File: src/msrb_pkg.sv
`default_nettype none
// ----------------------------------------------------------------------------
// msrb_pkg - shared definitions for the multi-slot receive ring buffer
// Field widths, operation and status codes, register indexes, the controller
// state type and the command/status bundles between controller and datapath.
// ----------------------------------------------------------------------------
package msrb_pkg;

  // default configuration of the top level
  localparam int DEF_SLOTS    = 2;
  localparam int DEF_CAPACITY = 512;
  localparam int DEF_MAX_READ = 64;

  // fixed field widths
  localparam int OPC_W      = 2;
  localparam int BUS_W      = 3;
  localparam int BYTE_W     = 8;
  localparam int CNT_W      = 7;
  localparam int FILL_OUT_W = 9;
  localparam int LOST_W     = 32;
  localparam int STAT_W     = 2;
  localparam int CFG_W      = 4;
  localparam int CFG_IDX_W  = 1;

  // configuration registers
  localparam int NUM_CFG_REGS = 2;
  localparam logic [CFG_IDX_W-1:0] REG_SLOT0_BUS = 1'b0;
  localparam logic [CFG_IDX_W-1:0] REG_SLOT1_BUS = 1'b1;
  localparam logic [CFG_W-1:0]     BUS_FREE      = 4'b1111;

  // operations
  localparam logic [OPC_W-1:0] OP_PUSH  = 2'd0;
  localparam logic [OPC_W-1:0] OP_READ  = 2'd1;
  localparam logic [OPC_W-1:0] OP_QUERY = 2'd2;

  // result status
  localparam logic [STAT_W-1:0] STAT_OK      = 2'd0;
  localparam logic [STAT_W-1:0] STAT_NO_SLOT = 2'd1;
  localparam logic [STAT_W-1:0] STAT_DROPPED = 2'd2;

  typedef enum logic [2:0] {
    ST_IDLE,
    ST_EXEC,
    ST_RD_ISSUE,
    ST_RD_LOAD,
    ST_WAIT
  } state_t;

  typedef struct packed {
    logic capture;   // take the input beat into the item registers
    logic exec;      // carry out the item against the selected ring
    logic rd_issue;  // start a memory read at the read pointer
    logic rd_load;   // move the read byte into the output register
  } ctrl_cmd_t;

  typedef struct packed {
    logic drop_item;     // opcode without meaning, no result
    logic read_run;      // read with at least one byte to drain
    logic remaining_nz;  // bytes of the run still to go
    logic out_taken;     // output beat taken this cycle
  } dp_status_t;

endpackage : msrb_pkg
`default_nettype wire

File: src/msrb_ctrl.sv
`default_nettype none
// ----------------------------------------------------------------------------
// msrb_ctrl - item sequencer
// Takes one item at a time, runs it, and steps a read through its bytes.
// ----------------------------------------------------------------------------
module msrb_ctrl (
  input  wire logic                  clk,
  input  wire logic                  rst,
  input  wire logic                  in_valid,
  input  wire msrb_pkg::dp_status_t  sts,
  output      msrb_pkg::ctrl_cmd_t   cmd,
  output      logic                  in_stall
);

  msrb_pkg::state_t state, state_next;

  always_ff @(posedge clk) begin
    if (rst) begin
      state <= msrb_pkg::ST_IDLE;
    end else begin
      state <= state_next;
    end
  end

  always_comb begin
    state_next = state;
    case (state)
      msrb_pkg::ST_IDLE: begin
        if (in_valid) state_next = msrb_pkg::ST_EXEC;
      end
      msrb_pkg::ST_EXEC: begin
        if (sts.drop_item)     state_next = msrb_pkg::ST_IDLE;
        else if (sts.read_run) state_next = msrb_pkg::ST_RD_ISSUE;
        else                   state_next = msrb_pkg::ST_WAIT;
      end
      msrb_pkg::ST_RD_ISSUE: state_next = msrb_pkg::ST_RD_LOAD;
      msrb_pkg::ST_RD_LOAD:  state_next = msrb_pkg::ST_WAIT;
      msrb_pkg::ST_WAIT: begin
        if (sts.out_taken) begin
          state_next = sts.remaining_nz ? msrb_pkg::ST_RD_ISSUE : msrb_pkg::ST_IDLE;
        end
      end
      default: state_next = msrb_pkg::ST_IDLE;
    endcase
  end

  always_comb begin
    cmd      = '0;
    in_stall = 1'b1;
    case (state)
      msrb_pkg::ST_IDLE: begin
        in_stall    = 1'b0;
        cmd.capture = in_valid;
      end
      msrb_pkg::ST_EXEC:     cmd.exec     = 1'b1;
      msrb_pkg::ST_RD_ISSUE: cmd.rd_issue = 1'b1;
      msrb_pkg::ST_RD_LOAD:  cmd.rd_load  = 1'b1;
      msrb_pkg::ST_WAIT:     ;
      default:               ;
    endcase
  end

  // memory data is only picked up in the cycle after its read was started
  a_load_after_issue: assert property (@(posedge clk) disable iff (rst)
    state == msrb_pkg::ST_RD_LOAD |-> $past(state) == msrb_pkg::ST_RD_ISSUE)
    else $error("byte load without a preceding memory read");

  // a read step is only started while bytes of the run remain
  a_issue_has_bytes: assert property (@(posedge clk) disable iff (rst)
    state == msrb_pkg::ST_RD_ISSUE |-> sts.remaining_nz)
    else $error("memory read started with no bytes left in the run");

endmodule : msrb_ctrl
`default_nettype wire

File: config.mk
export PLATFORM = sky130hd
export DESIGN_NAME = msrb_ctrl
export DESIGN_NICKNAME = d
export VERILOG_FILES = /design/src/msrb_pkg.sv /design/src/msrb_ctrl.sv
export SDC_FILE = /design/constraint.sdc
export NUM_CORES = 1
export LEC_CHECK = 0
export BUFFER_PORTS_ARGS = -buffer_cell sky130_fd_sc_hd__buf_2
export CAP_MARGIN = 40
export CORE_AREA = 2 2 39 41
export DETAILED_ROUTE_END_ITERATION = 10
export DIE_AREA = 0 0 41 43
export GPL_TIMING_DRIVEN = 0
export HOLD_SLACK_MARGIN = 0.12
export PLACE_DENSITY = 0.44
export SYNTH_ARGS = -nofsm -noshare
export SYNTH_HDL_FRONTEND = slang
export SYNTH_SLANG_ARGS = --single-unit
File: constraint.sdc
create_clock -name clk -period 1.3 [get_ports clk]
set_input_delay 0.065 -clock clk [delete_from_list [all_inputs] [get_ports clk]]
set_output_delay 0.065 -clock clk [all_outputs]
set_load 0.01 [all_outputs]
==> impl_metrics.env, run 1 <==
export IMPL_status="finished, final reports clean"
export IMPL_vdd_drop_max_uv=213.4
export IMPL_antenna_found_initial=0
export IMPL_cp_start_kind="flop"
export IMPL_pwr_share_seq=0.307
export IMPL_finClkSkew_ns=0.0002582
export IMPL_final_common_cell="buf_2"
export IMPL_p_leak_nw=0.1762
export IMPL_synth_distinct_cells=20
export IMPL_worstMarginPinSlew_ns=0.2895
export IMPL_largest_reg_flops=3
export IMPL_cts_tree="built"
export IMPL_combPwrFrac=0.197
export IMPL_cap_viol_max_count=0
export IMPL_p_int_mw=0.2488
export IMPL_regMostFlops="state"
export IMPL_num_nets_final=52
export IMPL_wl_per_cell_microns=8.950
export IMPL_clk_pin_slew_ns=0.04
export IMPL_synth_area_leaders="dfxtp_1, buf_6, and4bb_1, nor4_1, nor4_2"
export IMPL_grtUsageTotal=0.07229
export IMPL_h_tree_depth=1
export IMPL_core_sq_um=1384
export IMPL_dpl_cell_count=53
export IMPL_timing_final_crit_share=0.9799
export IMPL_fin_util=0.2676
export IMPL_cellPowerDensity_nw_per_um2=899.6
export IMPL_fmaxAchievable_mhz=785.0
export IMPL_p_clk_frac=0.496
export IMPL_synth_seq_cells=3
export IMPL_total_power_mw=0.3332
export IMPL_globalRouteMet1Util=0.07395
export IMPL_clock_sinks=3
export IMPL_syn_to_final_growth_pct=59.14
export IMPL_synth_top_area_frac=0.2581
export IMPL_worstPathCellList="buf_6 > or3_4 > nor2_2 > buf_2"
export IMPL_worstPathArrival_ns=1.21
export IMPL_rows=14
export IMPL_dp_slack_ns=0.2340
export IMPL_drive_above_1_share=0.5682
export IMPL_slew_violations=0
export IMPL_holdCritPathClass="input pin to flop"
export IMPL_antenna_cells=0
export IMPL_use_met2=0.1063
export IMPL_final_cell_mix="buf_2, nor2_1, clkbuf_4"
export IMPL_crit_fanout=6
export IMPL_drt_iter0_drc=7
export IMPL_initial_utilization=0.1682
export IMPL_critPathRequiredTime_ns=1.24
export IMPL_fin_crit_ns=1.274
export IMPL_finalWirelength_microns=537
export IMPL_ant_nets=0
export IMPL_clk_latency_ns=0.23
export IMPL_grt_setup_unrepaired="yes"
export IMPL_grt_pass1_wl_microns=814
export IMPL_grt_max_degree=11
export IMPL_vias=255
export IMPL_p_switching_mw=0.08439
export IMPL_cp_slowest_stage_delay_ns=0.36
export IMPL_syn_area_sq_um=232.7
export IMPL_clockBufferDepth=2
export IMPL_place_area_sq_um=307.8
export IMPL_portBuffers=11
export IMPL_die_w_microns=41
export IMPL_root_buffer="clkbuf_4"
export IMPL_cts_buffers=3
export IMPL_path_class="flop to primary output"
export IMPL_top_regs="state (3)"
export IMPL_synth_nets=33
export IMPL_crit_slowest_cell="or3_4"
export IMPL_syn_inst=26
export IMPL_use_met3=0.01571
export IMPL_switching_share=0.2533
export IMPL_fin_ws_ns=0.02607
export IMPL_vias_per_cell=4.250
export IMPL_seq_area_frac_synth=0.2581
export IMPL_endpoint_kind="primary output"
export IMPL_io_pins=12
export IMPL_slew_headroom=0.8052
export IMPL_overflow=0
export IMPL_setup_viol=0
export IMPL_hold_violations=0
export IMPL_yosys_warnings=0
export IMPL_grt_busiest_layer="met2"
export IMPL_synth_top_area_cell="dfxtp_1"
export IMPL_drc=0
export IMPL_die_y_microns=43
export IMPL_first_pass_iters=4
export IMPL_die_area_sq_um=1763
export IMPL_stdcell_area_sq_um=370.4
export IMPL_synth_avg_cell_area_sq_um=8.951
export IMPL_gp_congestion=0.6846
export IMPL_grt_pass1_vias=224
export IMPL_stdcell_count=60
power by group through the flow:
stage	Sequential, mW	Combinational (mW)	Clock, mW
6_report	0.102	0.0658	0.165
3_3_place_gp	0.103	0.0595	0
3_5_place_dp	0.103	0.0595	0
5_1_grt	0.103	0.0715	0.182
2_1_floorplan	0.101	0.0368	0
4_1_cts	0.101	0.0631	0.167
what timing repair did:
action / CTS / global route
endpoints found under the setup margin: 1 / 3
resized for setup: 0 / 3
endpoints found under the hold margin: 3 / 0
hold buffers: 1 / 0
buffers inserted: 1 / 1
synth_stat cells (all sizes together):
| cell type | count |
|---|---|
| nor2b | 2 |
| nor3b | 1 |
| and2 | 1 |
| dfxtp | 3 |
| nor4 | 3 |
| inv | 1 |
| nor2 | 4 |
| a21boi | 1 |
| and3b | 1 |
| o21ai | 2 |
| buf | 2 |
| nand3b | 1 |
| or3 | 1 |
| a21oi | 1 |
| o31ai | 1 |
| and4bb | 1 |
worst paths after layout:
path	startpoint	endpoint	slack, ns	depth (start not counted)
max	state[2]	cmd[3]	0.03	4
min	sts[0]	state[2]	0.13	3
max reg2reg	state[2]	state[1]	0.13	5
min reg2reg	state[2]	state[0]	0.52	2
per-layer routing:
metal | vias to the layer above | share of wire
met5 | - | 0
met4 | 0 | 0
met3 | 0 | 0.037
met2 | 9 | 0.57
met1 | 115 | 0.39
li1 | 131 | -
worst max-delay path, delay by kind of cell, from the launching register on:
family	cells	cell delay [ns]
and+or+nand+nor	2	0.43
DFF	1	0.30
buffers and inverters	2	0.24
through the flow:
step                hold slack [ns]   TNS, ns
finish                       0.1265         0
global route                 0.1282  -0.03289
floorplan                    0.1341         0
global placement             0.2792         0
CTS                          0.1220         0
detailed placement           0.2765         0
cells by family after synthesis:
kind of cell / share of synthesized area
DFF: 0.2581
AOI/OAI and AO/OA: 0.1505
and+or+nand+nor: 0.4786
buffers and inverters: 0.1129
cell type report:
| cell class | instances | area [sq um] |
|---|---|---|
| fill | 146 | 1013 |
| clock buffer | 4 | 26.28 |
| sequential | 3 | 61.31 |
| timing repair buffer | 14 | 80.08 |
| inverter | 1 | 3.754 |
| buffer | 2 | 22.52 |
| multi-input combinational | 20 | 156.4 |
| tap | 16 | 20.02 |
(Power assumes the default switching activity.)
==> run 2, diff against run 1 <==
--- a/config.mk
+++ b/config.mk
@@ -8,6 +8,7 @@
 export BUFFER_PORTS_ARGS = -buffer_cell sky130_fd_sc_hd__buf_2
 export CAP_MARGIN = 40
 export CORE_AREA = 2 2 39 41
+export CTS_BUF_LIST = sky130_fd_sc_hd__clkbuf_16
 export DETAILED_ROUTE_END_ITERATION = 10
 export DIE_AREA = 0 0 41 43
 export GPL_TIMING_DRIVEN = 0
==> impl_metrics.env, run 2 (synthesized netlist as in run 1, its figures left out) <==
export IMPL_register_area_sq_um=61.31
export IMPL_cp_start_kind="flop"
export IMPL_largest_reg_flops=3
export IMPL_n_fill_cell=143
export IMPL_portBuffers=11
export IMPL_rows=14
export IMPL_top_regs="state (3)"
export IMPL_final_cell_mix="buf_2, nor2_1, clkbuf_16"
export IMPL_grtUsageTotal=0.07631
export IMPL_core_sq_um=1384
export IMPL_slew_violations=0
export IMPL_cellPowerDensity_nw_per_um2=1631
export IMPL_cts_tree="built"
export IMPL_slew_headroom=0.8057
export IMPL_clock_sinks=3
export IMPL_path_buf_inv=2
export IMPL_first_pass_iters=2
export IMPL_vias_per_cell=4.103
export IMPL_hold_ws_ns=0.1344
export IMPL_timing_final_crit_share=0.9734
export IMPL_grt_pass1_vias=222
export IMPL_fin_crit_ns=1.265
export IMPL_hold_violations=0
export IMPL_cts_buffers=3
export IMPL_h_tree_depth=1
export IMPL_endpoint_kind="primary output"
export IMPL_finClkSkew_ns=0.001183
export IMPL_clk_pin_slew_ns=0.03
export IMPL_critPathRequiredTime_ns=1.24
export IMPL_setup_viol=0
export IMPL_grt_pass1_wl_microns=800
export IMPL_io_pins=12
export IMPL_grt_setup_unrepaired="yes"
export IMPL_root_buffer="clkbuf_16"
export IMPL_gp_congestion=0.6846
export IMPL_syn_to_final_growth_pct=69.35
export IMPL_clk_latency_ns=0.22
export IMPL_wl_per_cell_microns=9.034
export IMPL_crit_fanout=7
export IMPL_cp_top_family="simple AND/OR/NAND/NOR gates"
export IMPL_crit_slowest_cell="or3_4"
export IMPL_initial_utilization=0.1682
export IMPL_finalWirelength_microns=524
export IMPL_regMostFlops="state"
export IMPL_antenna_cells=0
export IMPL_total_power_mw=0.6429
export IMPL_grt_max_degree=11
export IMPL_p_leak_nw=0.1865
export IMPL_vias=238
export IMPL_status="finished, final reports clean"
export IMPL_clockBufferDepth=2
export IMPL_dp_slack_ns=0.2340
export IMPL_die_w_microns=41
export IMPL_drc=0
export IMPL_num_nets_final=50
export IMPL_worstPathCellList="buf_6 > or3_4 > nor2_2 > buf_2"
export IMPL_die_area_sq_um=1763
export IMPL_antenna_found_initial=0
export IMPL_final_common_cell="buf_2"
export IMPL_die_y_microns=43
export IMPL_fmaxAchievable_mhz=790.2
export IMPL_drive_above_1_share=0.5238
export IMPL_overflow=0
export IMPL_vdd_drop_max_uv=397.9
export IMPL_fin_ws_ns=0.03453
export IMPL_ant_nets=0
export IMPL_worstPathArrival_ns=1.20
export IMPL_cap_viol_max_count=0
export IMPL_multi_input_area_sq_um=146.4
export IMPL_path_class="flop to primary output"
export IMPL_holdCritPathClass="input pin to flop"
export IMPL_cp_slowest_stage_delay_ns=0.36
export IMPL_drt_iter0_drc=4
export IMPL_worstMarginPinSlew_ns=0.2888
==> run 2: final timing paths <==
check        startpoint       end  slack (ns)  cells past startpoint
max reg2reg    state[2]  state[1]        0.15                      5
min reg2reg    state[2]  state[0]        0.53                      2
max            state[2]    cmd[3]        0.03                      4
min              sts[0]  state[2]        0.13                      3
==> run 2: layout make-up <==
type	instances	share of cell area
multi-input cells	20	0.3714
clock buffers	3	0.1905
repair buffers	13	0.1841
flip-flops and latches	3	0.1556
well taps	16	0.05079
plain buffers	1	0.02857
clock inverters	1	0.009524
inverters	1	0.009524
==> run 2: report_power, final <==
group / total, mW / internal (mW) / switching, mW
Combinational: 0.0586 / 0.0327 / 0.0258
Sequential: 0.103 / 0.0967 / 0.00664
Clock: 0.481 / 0.397 / 0.0844
Total: 0.643 / 0.526 / 0.117
==> run 2: routing by layer <==
| layer | wire (microns) | track usage | vias to the layer above |
|---|---|---|---|
| met2 | 274 | 0.1063 | 8 |
| met5 | 0 | 0 | - |
| li1 | - | - | 126 |
| met3 | 22 | 0.04712 | 3 |
| met4 | 15 | 0.08000 | 0 |
| met1 | 211 | 0.06752 | 101 |
==> run 2: what timing repair did <==
action | in CTS | in global routing
hold endpoints to repair | 3 | 0
hold buffers | 1 | 0
endpoints found under the setup margin | 1 | 1
resized for setup | 1 | 0
setup buffers | 0 | 1
==> run 2: worst register-to-register path: cells and delay by family (launching register included) <==
family / cells / cell delay, ns
DFF: 1 / 0.31
AOI/OAI and AO/OA: 1 / 0.24
buffers and inverters: 2 / 0.23
and+or+nand+nor: 2 / 0.23
==> run 2: per-stage QoR <==
stage	util	area, sq um	setup TNS, ns	instances
2_1_floorplan	-	232.7	0	26
3_5_place_dp	0.2224	307.8	0	53
4_1_cts	0.2794	386.6	0	57
6_report	0.2848	394.1	0	58
5_1_grt	0.2848	394.1	-0.009713	58
3_3_place_gp	0.2224	307.8	0	53
